$ cat src/design/stereo_multitap_echo_assert.svh
// Assertion macros shared by the echo block.
`ifndef STEREO_MULTITAP_ECHO_ASSERT_SVH
`define STEREO_MULTITAP_ECHO_ASSERT_SVH

// Same-cycle implication, checked on every rising edge outside reset.
`define SME_ASSERT_NOW(lbl, ante, cons, msg) \
  lbl: assert property (@(posedge clk) disable iff (rst) (ante) |-> (cons)) else $error(msg);

// Next-cycle implication, checked on every rising edge outside reset.
`define SME_ASSERT_NEXT(lbl, ante, cons, msg) \
  lbl: assert property (@(posedge clk) disable iff (rst) (ante) |=> (cons)) else $error(msg);

`endif

$ cat src/design/sme_pkg.sv
package sme_pkg;

  // Sample and gain formats
  localparam int SAMPLE_W = 16;
  localparam int GAIN_W   = 16;
  localparam logic [GAIN_W-1:0] Q_ONE    = 16'd32768;
  localparam logic [31:0]       Q_ROUND  = 32'd16384;

  // Defaults for the top-level parameters
  localparam int DELAY_DEPTH_DEF = 262144;
  localparam int MAX_TAPS_DEF    = 5;

  // Configuration registers
  localparam int CFG_DATA_W = 16;
  typedef enum logic [1:0] {
    CFG_TAP_SPACING = 2'd0,
    CFG_ECHO_GAIN   = 2'd1,
    CFG_TAP_COUNT   = 2'd2
  } cfg_index_t;

  localparam logic [15:0] TAP_SPACING_RST = 16'd44100;
  localparam logic [15:0] ECHO_GAIN_RST   = 16'd16384;
  localparam logic [2:0]  TAP_COUNT_RST   = 3'd3;

  // Sequencer states
  typedef enum logic [1:0] {
    ST_IDLE,
    ST_TAPS,
    ST_DRAIN,
    ST_FINISH
  } state_t;

  // Control shared by both channel lanes
  typedef struct packed {
    logic              load;
    logic              add;
    logic [GAIN_W-1:0] gain;
  } lane_ctrl_t;

endpackage

$ cat src/design/sme_lane.sv
module sme_lane
  import sme_pkg::*;
#(
  parameter int MAX_TAPS = MAX_TAPS_DEF
) (
  input  logic                       clk,
  input  lane_ctrl_t                 ctrl,
  input  logic signed [SAMPLE_W-1:0] dry,
  input  logic signed [SAMPLE_W-1:0] echo,
  output logic signed [SAMPLE_W-1:0] result
);

  // Dry sample plus MAX_TAPS echoes of at most 2^15 each
  localparam int ACC_W = 17 + $clog2(MAX_TAPS + 1);

  logic signed [ACC_W-1:0] acc;
  logic signed [32:0]      prod;
  logic signed [32:0]      rounded;
  logic signed [17:0]      scaled;

  // Q1.15 scale, round half up
  always_comb begin
    prod    = $signed({{17{echo[SAMPLE_W-1]}}, echo}) * $signed({17'b0, ctrl.gain});
    rounded = prod + 33'sd16384;
    scaled  = rounded[32:15];
  end

  // Accumulator: loaded with the dry sample, one echo added per tap read
  always_ff @(posedge clk) begin
    if (ctrl.load) begin
      acc <= {{(ACC_W-SAMPLE_W){dry[SAMPLE_W-1]}}, dry};
    end else if (ctrl.add) begin
      acc <= acc + {{(ACC_W-18){scaled[17]}}, scaled};
    end
  end

  // Saturate the full-width sum
  always_comb begin
    if (acc > ACC_W'(32767)) begin
      result = 16'sh7fff;
    end else if (acc < -ACC_W'(32768)) begin
      result = -16'sh8000;
    end else begin
      result = acc[SAMPLE_W-1:0];
    end
  end

endmodule

$ cat config.mk
export PLATFORM = sky130hd
export DESIGN_NAME = sme_lane
export DESIGN_NICKNAME = d
export VERILOG_FILES = /design/src/design/stereo_multitap_echo_assert.svh /design/src/design/sme_pkg.sv /design/src/design/sme_lane.sv
export SDC_FILE = /design/constraint.sdc
export NUM_CORES = 1
export LEC_CHECK = 0
export BUFFER_PORTS_ARGS = -buffer_cell sky130_fd_sc_hd__buf_4
export CORE_MARGIN = 2
export CORE_UTILIZATION = 38
export DETAILED_ROUTE_END_ITERATION = 10
export PLACE_DENSITY = 0.58
export REMOVE_ABC_BUFFERS = 1
export SYNTH_ARGS = -nofsm -noshare
export SYNTH_HDL_FRONTEND = slang
export SYNTH_SLANG_ARGS = --single-unit
$ cat constraint.sdc
create_clock -name clk -period 10 [get_ports clk]
set_input_delay 1 -clock clk [delete_from_list [all_inputs] [get_ports clk]]
set_output_delay 1 -clock clk [all_outputs]
set_load 0.005 [all_outputs]
==> results.yml <==
yosys:
  synth_cell_types: 59
  synth_largest_area_cell: "fa_1"
  synth_edf_count: 20
  yosys_warnings: 0
  netlist_area_um2: 10400
  synth_ff_type: "edfxtp_1"
  syn_area_per_cell_um2: 8.85
  synth-seq-area-share_pct: 5.79
  ys_async_sr_fraction_pct: 0
  synth_top_area_share_pct: 37.6
  yosys-top-cells-area: "fa_1, ha_1, inv_1"
  synth_common_cells: "inv_1, fa_1, nand2_1, ha_1, and2_1"
  synthCells: 1172
  synth.most_common_cell: "inv_1"
  synth_seq_cells: 20
routing:
  postRouteAntennaNets: 0
  viasPerCell: 5.07
  wl_um: 25300
  wl_per_cell_um: 16.4
  drc: 0
  first_iter_violations: 329
  vias: 7822
  first_pass_iters: 5
setup_path:
  setup.worst_path.class: "input pin to flip-flop"
  cp.arrival_ps: 8580
  r2r_cells: 10
  path_max_fanout: 10
  worstPathRequired_ps: 10110
  startpoint_type: "input pin"
  end_kind: "flip-flop"
hold_path:
  hold_path.class: "flip-flop to flip-flop"
  hold_depth: 2
clock_network:
  htree_levels: 1
  post-cts-setup-buffers: 0
  cts_resized: 0
  cts_sinks: 20
  clk_latency_ps: 250
  cts_root_buf: "clkbuf_16"
  clock_path_buffers: 2
  cts_tree: "done"
  ctsHoldBuffers: 0
  cts_buffers: 3
  path_clk_slew_ps: 60
floorplanning:
  core_um2: 26900
  io_pins: 67
  die_area_um2: 28600
  die_y_um: 169
  rows: 60
  die_w_um: 169
  initial_utilization_pct: 38.6
finish:
  instances_no_fill: 1542
  area_growth_pct: 8.07
  largest_registers: "acc x20"
  antenna-diode-count: 0
  num-nets-final: 1584
  top_register: "acc"
  drive_gt1_share_pct: 7.41
  largest_register_ffs: 20
sta:
  setup_viol: 0
  finalSetupTns_ps: 0
  grt_setup_unrepaired: "no"
  whs_ps: 747
  relSlewSlack_pct: 29.0
  worstMarginPinSlew_ps: 1060
  maxSlewViolCount: 0
  post-route-period-util_pct: 84.7
  max_freq_ghz: 0.118
  period_minus_slack_ps: 8470
  finClkSkew_ps: 2.28
  hold_viol: 0
run_status:
  status: "finished clean"
global_route:
  antenna_found_initial: 0
  grt_pass1_wl_um: 42500
  grt_overflow: 0
  grt_pass1_vias: 8164
  grt_max_degree: 37
  grt.total_usage_pct: 18.5
placement:
  dp.cells: 1538
  dp_hpwl_um: 20600
  gp_congestion: 0.817
  port_buffers: 66
flow_run:
  drv_cap: 0
-- layer usage --
metal  global-route usage, %  up-vias  routed length [um]
li1                        -     3712                   -
met1                    25.8     3933               11400
met2                    32.1      149               12500
met3                    1.28       28                 952
met4                    3.34        0                 464
met5                       0        -                   0
-- area by class of cell --
cell class,count,area [um2]
flip-flops and latches,20,601
clock inverters,1,3.75
well taps,341,427
multi-input cells,864,8680
repair buffers,66,495
inverters,247,927
fillers,2735,15700
clock buffers,3,75.1
-- layout by cell type (no fill, tap or decap), types with 5 or more instances in the layout --
cell type and count:
a211oi_1 6, o211ai_1 5, xor2_1 12, nand3_1 8
fa_1 195, nor2_1 33, nand2_1 155, inv_1 246
and2_1 111, nor3_1 10, a21o_1 10, o21a_1 24
xnor2_1 18, edfxtp_1 20, ha_1 136, nand4_1 6
mux2_2 5, buf_4 66, o21ai_0 31, nand2b_1 16
a21oi_1 27
-- path summary, 6_finish.rpt --
check / start / endpoint / slack, ps
hold / removal: acc[0] / acc[0] / 750
setup reg to reg: acc[0] / acc[16] / 7130
setup / recovery: echo[15] / acc[19] / 1530
hold reg to reg: acc[0] / acc[0] / 750
-- worst max-delay path, cell delays in order --
cell,delay [ps]
buf_4,180
clkinv_1,320
nor2_1,230
fa_1,440
fa_1,520
fa_1,460
fa_1,450
fa_1,520
inv_1,50
fa_1,480
inv_1,40
ha_1,340
a21o_1,230
a211oi_2,220
nor2_1,100
or3_4,390
o21a_2,230
nor2_1,150
xnor2_1,140
ha_1,410
and3_1,200
o2111ai_1,100
o21bai_1,200
a21oi_1,280
o2111ai_1,210
a21oi_1,150
or4b_1,460
o211ai_2,80
-- through the flow --
stage | util, % | cell area, um2 | setup WS (ps)
after floorplan | - | 10200 | 2190
after global placement | 41.4 | 11100 | 1380
after detailed placement | 41.4 | 11100 | 1320
after CTS | 41.7 | 11200 | 1550
after global routing | 41.7 | 11200 | 1010
final | 41.7 | 11200 | 1530
-- kinds of logic after synthesis --
logic type,share of synthesized area (%)
AOI/OAI and AO/OA,9.08
xor gates and xnor gates,2.53
adders and majority gates,54.0
buffers and inverters,10.5
DFF,5.79
muxes,0.543
and+or+nand+nor,17.5
Power is left out: the tool's default activity adds up to more than one toggle a clock period on the data nets, which glitch-free logic cannot reach.
